--- src/rtl/eft_ram.sv ---
// eft_ram: generic single-port-write, single-port-read RAM, registered read.
// No dependencies.
module eft_ram #(
    parameter int WIDTH = 32,
    parameter int DEPTH = 64
) (
    input  logic                     i_clk,
    input  logic                     i_we,
    input  logic [$clog2(DEPTH)-1:0] i_waddr,
    input  logic [WIDTH-1:0]         i_wdata,
    input  logic                     i_re,
    input  logic [$clog2(DEPTH)-1:0] i_raddr,
    output logic [WIDTH-1:0]         o_rdata
);
    logic [WIDTH-1:0] r_mem [DEPTH];
    logic [WIDTH-1:0] r_rdata;

    always_ff @(posedge i_clk) begin
        if (i_we) begin
            r_mem[i_waddr] <= i_wdata;
        end
        if (i_re) begin
            r_rdata <= r_mem[i_raddr];
        end
    end

    assign o_rdata = r_rdata;
endmodule

--- config.mk ---
export PLATFORM = sky130hd
export DESIGN_NAME = eft_ram
export DESIGN_NICKNAME = d
export VERILOG_FILES = /design/src/rtl/eft_ram.sv
export SDC_FILE = /design/constraint.sdc
export NUM_CORES = 2
export LEC_CHECK = 0
export BUFFER_PORTS_ARGS = -buffer_cell sky130_fd_sc_hd__buf_2
export CAP_MARGIN = 40
export CORE_ASPECT_RATIO = 0.5
export CORE_MARGIN = 10
export CORE_UTILIZATION = 35
export CTS_CLUSTER_DIAMETER = 50
export DETAILED_ROUTE_END_ITERATION = 16
export MAX_ROUTING_LAYER = met4
export PLACE_DENSITY = 0.46
export SYNTH_ARGS = -nofsm -noshare
export SYNTH_HDL_FRONTEND = slang
export SYNTH_SLANG_ARGS = --single-unit
--- constraint.sdc ---
create_clock -name i_clk -period 5.7 [get_ports i_clk]
set_clock_uncertainty 0.2 [all_clocks]
set_input_delay 0.855 -clock i_clk [delete_from_list [all_inputs] [get_ports i_clk]]
set_output_delay 0.855 -clock i_clk [all_outputs]
set_load 0.01 [all_outputs]
==> results.md <==
* Port Buf Inserts at 78
* XOR/XNOR Fraction of Synth Area at 0%
* Commonest non-fill, non-tap cell in the layout: edfxtp_1
* Placeable Area at 224000 µm²
* Post-route cell area at 91200 µm²
* Post-CTS Resized at 0
* DR DRC count at 0
* Routed len/inst at 33.8 µm
* Syn-to-layout area delta at 15.7%
* CTS clock-pin slew for the worst setup and hold paths at 0.07 ns
* Ports at 79
* Critical path type: primary input to flip-flop
* Syn nets at 3371
* PD cells at 345 nW/µm²
* Synth Area in Compound Gates at 1.67%
* DRT iter0 DRCs at 4741
* Unrepaired setup endpoints after global routing: no
* Simple-gate share of the synthesized area at 1.26%
* Final hold violations at 0
* Nets at 3710
* Starting density of the core at 35.1%
* Post-route clock period utilization at 68.1%
* Clk sink count at 2080
* First-pass GRT wire length at 318000 µm
* Worst Tran Pin Value at 0.913 ns
* Critical path arrival at 4.24 ns
* CTS root buf: clkbuf_16
* Antenna violations before repair at 28
* Final min period at 3.88 ns
* Clock Latency Late Sink at 0.85 ns
* Worst Setup EP: o_rdata[30]
* Die width at 691 µm
* Worst r2r src: r_mem[14][27]
* CTS tree: yes
* Largest net degree at the start of global routing at 65
* Final Max Slew Viols at 0
* Final WL at 230000 µm
* Seq/Total Area, Yosys at 79.2%
* Status: finished, final reports clean
* Worst Hold Class: primary input to flip-flop
* Tot GR Track Use at 18.9%
* RePlAce Congestion at 0.766
* Slew HR at 39.0%
* Length in cells of the worst reg-to-reg path at 4
* Number of max-cap violations at 0
* Clk buf depth at 4
* Htree depth at 4
* Seq cells post-synth at 2080
* Die ar. at 246000 µm²
* Post-DP HPWL at 135000 µm
* Crit start category: primary input
* Syn_area_per_cell at 23.7 µm²
* Post-CTS setup buffer count at 0
* CTS Buf Count at 201
* Total negative slack at 0 ns
* Area share of fa/ha/maj cells after synthesis at 0%
* Hold buffers post-CTS at 0
* Final WS setup at 1.82 ns
* Mapped Area at 78800 µm²
* Peak VDD IR at 0.000246 V
* Worst Path Required at 6.06 ns
* Hold path cells at 1
* Cell variety after synth at 33
* CP endpoint kind: flip-flop
* Leakage at 28.1 nW
* DR vias at 37400
* DRT Pass-1 Iters at 7
* Fraction of layout cells with a size suffix above 1 at 31.4%
* Post-synthesis instance total at 3324
* Fmax at 0.258 GHz
* Row cnt at 123
* Placed cell area at 85100 µm²
* Synthesis Warnings at 0
* Overflow after GRT at 0
* Die height at 356 µm
* Largest family of logic cells by synthesized area: multiplexers
* Layout Utilization at 40.6%
* Setup WS pre-CTS at 0.804 ns
* Worst r2r dst: o_rdata[27]
* Mux contribution to synthesized area at 16.7%
* R2R setup slack at 2.96 ns
* Min Hold Slack at 0.225 ns
* # setup viols final at 0
* Most frequent cells in the layout: 2080 x edfxtp_1, 544 x mux4_2, 206 x clkbuf_16
* Crit path from: i_raddr[0]
* Final ANT Viol Nets at 0
* DR vias/cell at 5.49
* Vias in the first global route at 38500
* Maximum fanout along the worst path at 51
critical path, cell delays in order:
cell     delay, ns
buf_8         0.53
buf_12        0.37
buf_4         0.43
buf_4         0.28
mux4_2        0.51
mux4_2        0.47
o22ai_1       0.59
nor2_1        0.12
layout make-up:
class	count	area, µm²
Sequential cell	2080	62500
Antenna cell	8	20.0
Timing Repair Buffer	318	2890
Clock buffer	245	5300
Tap cell	3000	3750
Fill cell	19700	133000
Clock inverter	104	782
Multi-Input combinational cell	1062	16000
cells in the mapped netlist (all sizes together):
master | count | share of area [%]
a21oi | 62 | 0.39
a22oi | 12 | 0.11
a311oi | 8 | 0.089
a31oi | 1 | 0.0079
a41o | 4 | 0.051
and2 | 2 | 0.016
and3 | 4 | 0.032
buf | 108 | 0.77
clkbuf | 74 | 0.35
edfxtp | 2080 | 79
mux2i | 93 | 1.2
mux4 | 544 | 16
nand2 | 26 | 0.12
nand2b | 8 | 0.063
nand3 | 5 | 0.032
nand3b | 5 | 0.048
nand4 | 2 | 0.016
nand4b | 1 | 0.011
nor2 | 137 | 0.65
nor2b | 15 | 0.12
nor3 | 7 | 0.044
o221ai | 27 | 0.30
o22ai | 84 | 0.67
o32ai | 4 | 0.044
or2 | 3 | 0.024
or3 | 3 | 0.024
or3b | 5 | 0.056
sequential cells by signal (all words and copies together) (netlist names):
signal / cells
r_mem: 2048
o_rdata: 32
power by group:
group | internal (mW) | total [mW] | switching (mW)
combinational | 0.604 | 1.68 | 1.08
clock | 7.07 | 12.7 | 5.66
sequential | 17.0 | 17.0 | 0.0494
cell families (layout without fill, tap and decap cells):
kind of cell	count (synthesis)	count (layout)
AOI/OAI and AO/OA	202	202
buffers and inverters	182	667
DFF	2080	2080
muxes	637	637
other	0	8
and+or+nand+nor	223	223
worst min path at each step:
stage | end | start | slack, ns
final | r_mem[44][13] | i_wdata[13] | 0.22
after global routing | r_mem[40][13] | i_wdata[13] | 0.20
after CTS | r_mem[40][13] | i_wdata[13] | 0.16
after detailed placement | o_rdata[17] | r_mem[13][17] | 0.79
after global placement | o_rdata[17] | r_mem[12][17] | 0.76
after floorplan | o_rdata[17] | r_mem[12][17] | 0.55
layer usage:
metal  up-vias  wire length, µm  GRT usage, %
li1      15000                -             -
met1     20800           101000          26.5
met2      1361           107000          28.9
met3       294            17100          3.80
met4         0             4820          3.96
met5         -                0             -
through the flow:
stage	cells	total power [mW]
finish	6817	31.4
global route	6812	32.5
CTS	6808	31.8
detailed placement	6459	19.1
global placement	6418	19.0
floorplan	3324	18.2
No activity file was read; power rests on OpenSTA's default activity.
