`src/rtl/eft_pkg.sv`:
```
// eft_pkg: shared types, codes and helpers of the eta file transform unit.
// No dependencies; used by eft_div, eta_file_transform_unit and eft_checker.
package eft_pkg;

    localparam int DATA_W = 32;

    // item function codes
    localparam logic [1:0] FUNC_CLEAR  = 2'd0;
    localparam logic [1:0] FUNC_APPEND = 2'd1;
    localparam logic [1:0] FUNC_FWD    = 2'd2;
    localparam logic [1:0] FUNC_BWD    = 2'd3;

    // result status codes
    localparam logic [1:0] ST_OK    = 2'd0;
    localparam logic [1:0] ST_FULL  = 2'd1;
    localparam logic [1:0] ST_RANGE = 2'd2;
    localparam logic [1:0] ST_SAT   = 2'd3;

    // configuration register indexes
    localparam logic CFG_DIM = 1'b0;
    localparam logic CFG_TOL = 1'b1;

    typedef enum logic [3:0] {
        S_IDLE, S_SWEEP, S_NEXT, S_PIV, S_DP, S_DIV,
        S_ERD, S_EMUL, S_EPRD, S_EWB, S_ORD, S_OLD
    } t_state;

    typedef struct packed {
        logic                     start;
        logic signed [DATA_W-1:0] num;
        logic signed [DATA_W-1:0] den;
    } t_div_req;

    typedef struct packed {
        logic                     done;
        logic                     sat;
        logic signed [DATA_W-1:0] quo;
    } t_div_rsp;

    // {overflow flag, value clamped to 32 bits}
    function automatic logic [DATA_W:0] sat32(input logic signed [63:0] x);
        logic [DATA_W:0] r;
        if (x > 64'sd2147483647) begin
            r = {1'b1, 32'h7FFF_FFFF};
        end else if (x < -64'sd2147483648) begin
            r = {1'b1, 32'h8000_0000};
        end else begin
            r = {1'b0, x[DATA_W-1:0]};
        end
        return r;
    endfunction

endpackage

```
`src/rtl/eft_div.sv`:
```
// eft_div: restoring divider, (num << FRAC_BITS) / den, truncated, saturated.
// Depends on eft_pkg. One quotient bit per cycle.
module eft_div
    import eft_pkg::*;
#(
    parameter int FRAC_BITS = 16
) (
    input  logic     i_clk,
    input  logic     i_rst_n,
    input  t_div_req i_req,
    output t_div_rsp o_rsp
);
    localparam int DW = DATA_W + FRAC_BITS;
    localparam int CW = $clog2(DW);

    logic              r_busy, r_done, r_neg;
    logic [CW-1:0]     r_cnt;
    logic [DATA_W-1:0] r_rem, r_dvs;
    logic [DW-1:0]     r_quo;

    logic [DATA_W-1:0] num_mag, den_mag;
    logic [DATA_W:0]   rem_sh, rem_dif;
    logic              ge;
    logic signed [63:0] q64, qv;
    logic [DATA_W:0]   qs;

    assign num_mag = i_req.num[DATA_W-1] ? 32'd0 - i_req.num : i_req.num;
    assign den_mag = i_req.den[DATA_W-1] ? 32'd0 - i_req.den : i_req.den;
    assign rem_sh  = {r_rem, r_quo[DW-1]};
    assign rem_dif = rem_sh - {1'b0, r_dvs};
    assign ge      = rem_sh >= {1'b0, r_dvs};

    always_ff @(posedge i_clk) begin
        if (!i_rst_n) begin
            r_busy <= 1'b0;
            r_done <= 1'b0;
        end else begin
            r_done <= 1'b0;
            if (i_req.start) begin
                r_busy <= 1'b1;
            end else if (r_busy && r_cnt == CW'(DW - 1)) begin
                r_busy <= 1'b0;
                r_done <= 1'b1;
            end
        end
    end

    always_ff @(posedge i_clk) begin
        if (i_req.start) begin
            r_quo <= {num_mag, {FRAC_BITS{1'b0}}};
            r_rem <= '0;
            r_dvs <= den_mag;
            r_neg <= i_req.num[DATA_W-1] ^ i_req.den[DATA_W-1];
            r_cnt <= '0;
        end else if (r_busy) begin
            r_rem <= ge ? rem_dif[DATA_W-1:0] : rem_sh[DATA_W-1:0];
            r_quo <= {r_quo[DW-2:0], ge};
            r_cnt <= r_cnt + 1'b1;
        end
    end

    assign q64 = 64'(r_quo);
    assign qv  = r_neg ? -q64 : q64;
    assign qs  = sat32(qv);

    assign o_rsp.done = r_done;
    assign o_rsp.sat  = qs[DATA_W];
    assign o_rsp.quo  = qs[DATA_W-1:0];
endmodule

```
`config.mk`:
```
export PLATFORM = sky130hd
export DESIGN_NAME = eft_div
export DESIGN_NICKNAME = d
export VERILOG_FILES = /design/src/rtl/eft_pkg.sv /design/src/rtl/eft_div.sv
export SDC_FILE = /design/constraint.sdc
export NUM_CORES = 1
export LEC_CHECK = 0
export BUFFER_PORTS_ARGS = -buffer_cell sky130_fd_sc_hd__buf_4
export CAP_MARGIN = 20
export CORE_MARGIN = 2
export CORE_UTILIZATION = 60
export DETAILED_ROUTE_END_ITERATION = 16
export GPL_TIMING_DRIVEN = 1
export HOLD_SLACK_MARGIN = 0.05
export PLACE_DENSITY = 0.81
export SLEW_MARGIN = 40
export SYNTH_ARGS = -nofsm -noshare
export SYNTH_HDL_FRONTEND = slang
export SYNTH_SLANG_ARGS = --single-unit
```
`constraint.sdc`:
```
create_clock -name i_clk -period 6.35 [get_ports i_clk]
set_clock_uncertainty 0.1 [all_clocks]
set_input_delay 0.3175 -clock i_clk [delete_from_list [all_inputs] [get_ports i_clk]]
set_output_delay 0.3175 -clock i_clk [all_outputs]
set_load 0.01 [all_outputs]
```
==> out/qor.yml, run 1 <==
status: "complete, no violations"
num_rows: 46
core_area_sq_um: 15700
finalNonFillerCells: 1411
avgSynthCellArea_sq_um: 8.56
synthDistinctLibCells: 70
met2_usage: 0.500
post-dp-hpwl_microns: 17600
grt_max_degree: 68
drtIter0Drc: 745
grtUsageMet3: 0.0435
ys_seq_area_frac: 0.323
area_delta_synth_final_pct: 15.9
p_leak_nw: 4.35
crit_path_top_delay_cell: "or4_4"
synth_top_cell_by_area: "edfxtp_1"
drv_cap: 0
required_ns: 5.93
wire_per_inst_microns: 17.3
dpl_worst_slack_ns: 1.70
syn_area_sq_um: 9510
seq_area_sq_um: 3070
antenna_cells: 0
synth_area_leaders: "edfxtp_1 21%, dfxtp_1 12%, xnor2_1 7.3%"
ys_seq_elements: 121
initial_core_util: 0.605
worst_skew_pair.late_latency_ns: 0.42
final_util: 0.701
rsz0062_at_grt: "no"
ant_nets: 0
die_area_sq_um: 16900
root_buffer: "clkbuf_16"
overflow: 0
cts_max_level: 4
die_w_microns: 130
grt_pass1_wl_microns: 39200
post-route-drc-count: 0
tns_ns: 0
synth_edf_count: 65
nets: 1286
worstPathArrival_ns: 4.42
period_share: 0.762
crit_fanout: 25
multi_input_area_sq_um: 5980
hold_class: "primary input to register"
path_class: "register to output port"
fill_cells: 1266
antenna_found_initial: 0
cts_tree: "yes"
worstMarginPinSlew_ns: 0.821
period_needed_ns: 4.84
synthFlopType: "edfxtp_1"
p_per_area_nw_per_um2: 239
async_flop_share: 0
post-cts-setup-buffer-count: 0
ios: 101
cts_sinks: 121
gp_congestion: 0.977
vias_per_cell: 6.21
endpoint_kind: "output port"
setup_viol: 0
place.port_buffers: 100
p_total_mw: 2.63
worst_slack_ns: 1.51
fmax_mhz: 207
cts_buffer_depth: 2
hold_viol_final: 0
dp.cells: 1376
cts_buffers: 17
grt_usage: 0.290
grt_use_met1: 0.364
fp.dieH_microns: 130
maxSlewViolCount: 0
clk_pin_slew_ns: 0.06
vdd_drop_max_mv: 0.199
layout-drive-gt1-share: 0.146
grt_pass1_vias: 8141
vias: 8758
syn-instance-count: 1111
slew_headroom: 0.448
synth_top_area_frac: 0.205
ys_warn_count: 0
routed_wl_microns: 24400
crit_path_max_incr_delay_ns: 0.63
critPathLaunchType: "register"
first_pass_iters: 6
crit_chain: "or4_1, or4_4, nor4_2, a211o_1, nand3_1, or4_4, o31ai_4, buf_4, o21ai_0, buf_4"
synth_nets: 1215
grt.busiest_layer: "met2"
metal layers:
| metal | share of wire | wire length (microns) |
|---|---|---|
| met1 | 0.43 | 10600 |
| met2 | 0.49 | 11900 |
| met3 | 0.050 | 1210 |
| met4 | 0.029 | 705 |
| met5 | 0 | 0 |
through the flow:
step / hold WS [ns] / instance area, sq um
after floorplan: 0.316 / 9510
after global placement: 0.342 / 10400
after detailed placement: 0.349 / 10400
after CTS: 0.0848 / 11000
after global routing: 0.0866 / 11000
final: 0.0885 / 11000
timing repair:
item	CTS	global route
resized for setup	0	0
hold buffers	2	0
hold endpoints to repair	3	0
registers in the layout, summed over array words and instances, names as in the netlist:
register  cells
r_busy        1
r_cnt         6
r_done        1
r_dvs        32
r_neg         1
r_quo        48
r_rem        32
Yosys cell counts, types with 5 or more instances:
cell type / count
nor2_1: 96
xnor2_1: 79
o21ai_0: 77
nand2_1: 75
edfxtp_1: 65
dfxtp_1: 56
inv_1: 54
clkbuf_1: 47
xor2_1: 41
a21oi_1: 38
mux2i_1: 37
ha_1: 36
nor3_1: 33
a22o_1: 29
nand3_1: 29
o31ai_1: 28
or3_1: 21
a211oi_1: 19
or4_1: 18
nand4_1: 14
o41ai_1: 14
a21o_1: 13
and3_1: 13
a31oi_1: 11
o21ai_1: 11
nand2b_1: 10
nor4_1: 10
a32oi_1: 9
o211ai_1: 9
or2_2: 9
buf_1: 8
nor2b_1: 8
nor3b_1: 7
o21a_1: 7
and4_1: 6
a311oi_1: 5
a31o_2: 5
o311ai_0: 5
o31a_1: 5
kinds of logic (layout without fill, tap and decap cells):
family / after synthesis / after routing / share of synthesized area
buffers and inverters: 116 / 200 / 0.0496
adder cells (fa/ha/maj): 37 / 37 / 0.0495
flip-flops: 121 / 121 / 0.323
AND/OR/NAND/NOR: 368 / 368 / 0.201
multiplexers: 38 / 38 / 0.0401
XOR/XNOR: 120 / 120 / 0.111
AO/OA/AOI/OAI: 311 / 311 / 0.226
where the power goes:
part	switching (mW)	internal, mW	total (mW)
sequential	0.0602	0.896	0.956
clock	0.370	0.635	1.01
combinational	0.384	0.287	0.671
total	0.815	1.82	2.63
worst max-delay path, delay by kind of cell (launching register included):
| family | cells | cell delay (ns) |
|---|---|---|
| buffers and inverters | 2 | 0.46 |
| AO/OA/AOI/OAI | 3 | 0.71 |
| AND/OR/NAND/NOR | 5 | 2.40 |
| flip-flops | 1 | 0.43 |
path summary, 6_finish.rpt:
check / slack [ns] / to / start / cells after the start
hold reg to reg: 0.36 / r_rem[31] / r_rem[31] / 2
setup reg to reg: 2.87 / r_rem[20] / r_dvs[1] / 12
hold / removal: 0.09 / r_dvs[4] / i_req[4] / 2
setup / recovery: 1.51 / o_rsp[10] / r_quo[19] / 10
final cells by class:
cell class	instances	share of cell area
multi-input cells	874	0.543
clock buffers	23	0.0481
repair buffers	114	0.0781
flip-flops and latches	121	0.279
clock inverters	9	0.00886
well taps	216	0.0245
inverters	54	0.0184
cell usage in the layout, fill, tap and decap left out, types with 18 or more instances in the layout:
cell type	synthesis	routed
or3_1	21	21
edfxtp_1	65	65
a21oi_1	38	37
nand3_1	29	29
or4_1	18	18
o31ai_1	28	28
mux2i_1	37	37
inv_1	54	54
xnor2_1	79	79
a211oi_1	19	19
dfxtp_1	56	55
buf_4	1	112
nor3_1	33	33
a22o_1	29	29
clkbuf_16	0	19
xor2_1	41	41
nand2_1	75	75
ha_1	36	36
o21ai_0	77	77
nor2_1	96	96
Power figures use the tool's default switching activity.
==> run 2: changes to the inputs <==
--- a/config.mk
+++ b/config.mk
@@ -5,6 +5,7 @@
 export SDC_FILE = /design/constraint.sdc
 export NUM_CORES = 1
 export LEC_CHECK = 0
+export ABC_AREA = 1
 export BUFFER_PORTS_ARGS = -buffer_cell sky130_fd_sc_hd__buf_4
 export CAP_MARGIN = 20
 export CORE_MARGIN = 2
==> constraint.sdc (replaced) <==
create_clock -name i_clk -period 4.9 [get_ports i_clk]
set_clock_uncertainty 0.1 [all_clocks]
set_input_delay 0.245 -clock i_clk [delete_from_list [all_inputs] [get_ports i_clk]]
set_output_delay 0.245 -clock i_clk [all_outputs]
set_load 0.01 [all_outputs]
==> run 2 against run 1 <==
  * Critical path depth rose by 5
  * Non-clock buffer count rose by 16
  * Setup slack got worse by 0.18 ns
  * Synthesized cell count increased by 40%
  * Sequential power grew 23%
  * Clock power up 31%
  * Design area grew 7.9%
  * Total power is 23% higher
  * Global-route usage grew 3.6 points
  * Count of clock-buffer cells in the layout shrank 3
  * Via count is 22% higher
==> out/qor.yml, run 2 <==
min_from: "i_req[7]"
overflow: 0
clock_power_share: 0.410
ant_nets: 0
core_area_sq_um: 16600
syn-instance-count: 1557
worstPathArrival_ns: 3.23
internal_power_mw: 2.24
synth_nets: 1661
crit_chain: "inv_1, nand2_1, nor2_1, nand2_1, nor2_1, nand3_1, nand2_1, nand2_1, a21oi_1, nand2_1, nor2_1, nand3b_1, nand2_2, nand2_1, buf_4"
synthDistinctLibCells: 55
reg2reg_from: "r_dvs[12]"
cts_sinks: 121
final_common_cell: "nand2_1"
rrSetupSlack_ns: 1.82
crit_fanout: 32
power_frac_comb: 0.224
synth_top_cell_by_area: "edfxtp_1"
final_cell_mix: "411 x nand2_1, 204 x inv_1, 203 x nor2_1"
largest_reg_flops: 48
netSwitchingPower_uw: 985
ys_seq_area_frac: 0.301
hold_class: "primary input to register"
post-route-drc-count: 0
worstMarginPinSlew_ns: 0.742
hold_viol_final: 0
num_rows: 47
place.port_buffers: 100
tns_ns: 0
grt_pass1_wl_microns: 47500
async_flop_share: 0
slew_headroom: 0.505
period_share: 0.729
drv_cap: 0
crit_path_top_delay_cell: "edfxtp_1"
nets: 1765
vias_per_cell: 5.64
rsz0062_at_grt: "no"
crit_path_max_incr_delay_ns: 0.46
fin_area_sq_um: 11900
layout-drive-gt1-share: 0.116
synthFlopType: "edfxtp_1"
die_area_sq_um: 18100
power_frac_seq: 0.366
area_delta_synth_final_pct: 16.3
vias: 10700
synth_area_leaders: "edfxtp_1 19%, nand2_1 15%, dfxtp_1 11%"
regMostFlops: "r_quo"
grt_max_degree: 56
cts_max_level: 4
crit_path_frequent_cell: "nand2_1"
status: "complete, no violations"
worst_skew_pair.late_latency_ns: 0.42
p_leak_nw: 5.54
antenna_found_initial: 0
cts_tree: "yes"
ys_seq_elements: 121
clk_pin_slew_ns: 0.06
cts_buffers: 17
grt_usage: 0.326
maxSlewViolCount: 0
endpoint_kind: "output port"
ios: 101
required_ns: 4.55
antenna_cells: 0
place_area_sq_um: 11000
top_regs: "r_quo (48), r_dvs (32), r_rem (32)"
synth.most_common_cell: "nand2_1"
ys_warn_count: 0
post-cts-setup-buffer-count: 0
die_w_microns: 135
cts_buffer_depth: 2
netlist_top_cells_count: "411 x nand2_1, 205 x inv_1, 204 x nor2_1, 117 x nand3_1, 83 x o21ai_0"
synth_top_area_frac: 0.191
critPathLaunchType: "register"
cts_resized: 0
cts_hold_buf: 24
fp.dieH_microns: 135
gp_congestion: 0.994
fmax_mhz: 280
vdd_drop_max_mv: 0.244
routed_wl_microns: 29200
drtIter0Drc: 1073
root_buffer: "clkbuf_16"
wire_per_inst_microns: 15.4
syn_area_sq_um: 10200
post-dp-hpwl_microns: 21500
period_needed_ns: 3.57
synth_edf_count: 65
initial_core_util: 0.614
setup_viol: 0
first_pass_iters: 6
path_class: "register to output port"
avgSynthCellArea_sq_um: 6.56
grt_pass1_vias: 10100
startpoint: "r_quo[33]"
swShare: 0.305
p_per_area_nw_per_um2: 271
run 2: cell types whose count changed after synthesis, sizes merged, moves of 32 or more:
cell	change
a21oi	+34
inv	+157
mux2i	-37
nand2	+354
nand3	+92
nor2	+122
o22ai	+32
xnor2	-59
run 2: critical path: cells and delay by family (launching register included):
kind	cells	cell delay (ns)
AO/OA/AOI/OAI	1	0.14
buffers and inverters	2	0.33
flip-flops	1	0.46
AND/OR/NAND/NOR	12	1.87
run 2: metal layers:
metal | global-route usage | vias up | part of all wire
met5 | 0 | - | 0
met4 | 0.127 | 0 | 0.030
met3 | 0.0544 | 92 | 0.068
met2 | 0.567 | 467 | 0.48
met1 | 0.404 | 4843 | 0.42
li1 | - | 5278 | -
run 2: power by group through the flow:
stage	logic, mW	clock network [mW]	registers [mW]
2_1_floorplan	0.474	0	1.19
3_3_place_gp	0.679	0	1.20
3_5_place_dp	0.693	0	1.20
4_1_cts	0.713	1.33	1.18
5_1_grt	0.804	1.37	1.19
6_report	0.724	1.32	1.18
run 2: cells by family (layout without fill, tap and decap cells):
| logic type | after synthesis | in the layout | share of synthesized area |
|---|---|---|---|
| fa+ha+maj | 37 | 37 | 0.0460 |
| xor+xnor | 81 | 81 | 0.0694 |
| buf+inv | 256 | 373 | 0.104 |
| compound gates | 238 | 238 | 0.133 |
| flops | 121 | 121 | 0.301 |
| simple gates | 824 | 824 | 0.348 |
run 2: cell type report:
type	instances	area, sq um
tap	220	275
sequential	121	3070
clock buffer	20	457
fill	1457	4750
timing repair buffer	130	1040
inverter	211	792
clock inverter	12	161
multi-input combinational	1180	6100
run 2: stage by stage:
stage	util	total power, mW	setup WS, ns	instances	hold WS (ns)
after floorplan	-	1.66	2.58	1557	0.244
after global placement	0.663	1.88	1.78	1838	0.351
after detailed placement	0.663	1.89	1.62	1838	0.356
after CTS	0.714	3.22	1.33	1894	0.0530
after global routing	0.714	3.36	1.04	1894	0.0565
final	0.714	3.23	1.33	1894	0.0593
run 2: worst paths after layout:
kind / to / cells after the start
worst min register to register: r_rem[1] / 2
worst min-delay path: r_dvs[7] / 2
worst max-delay path: o_rsp[1] / 15
worst max register to register: r_rem[30] / 13
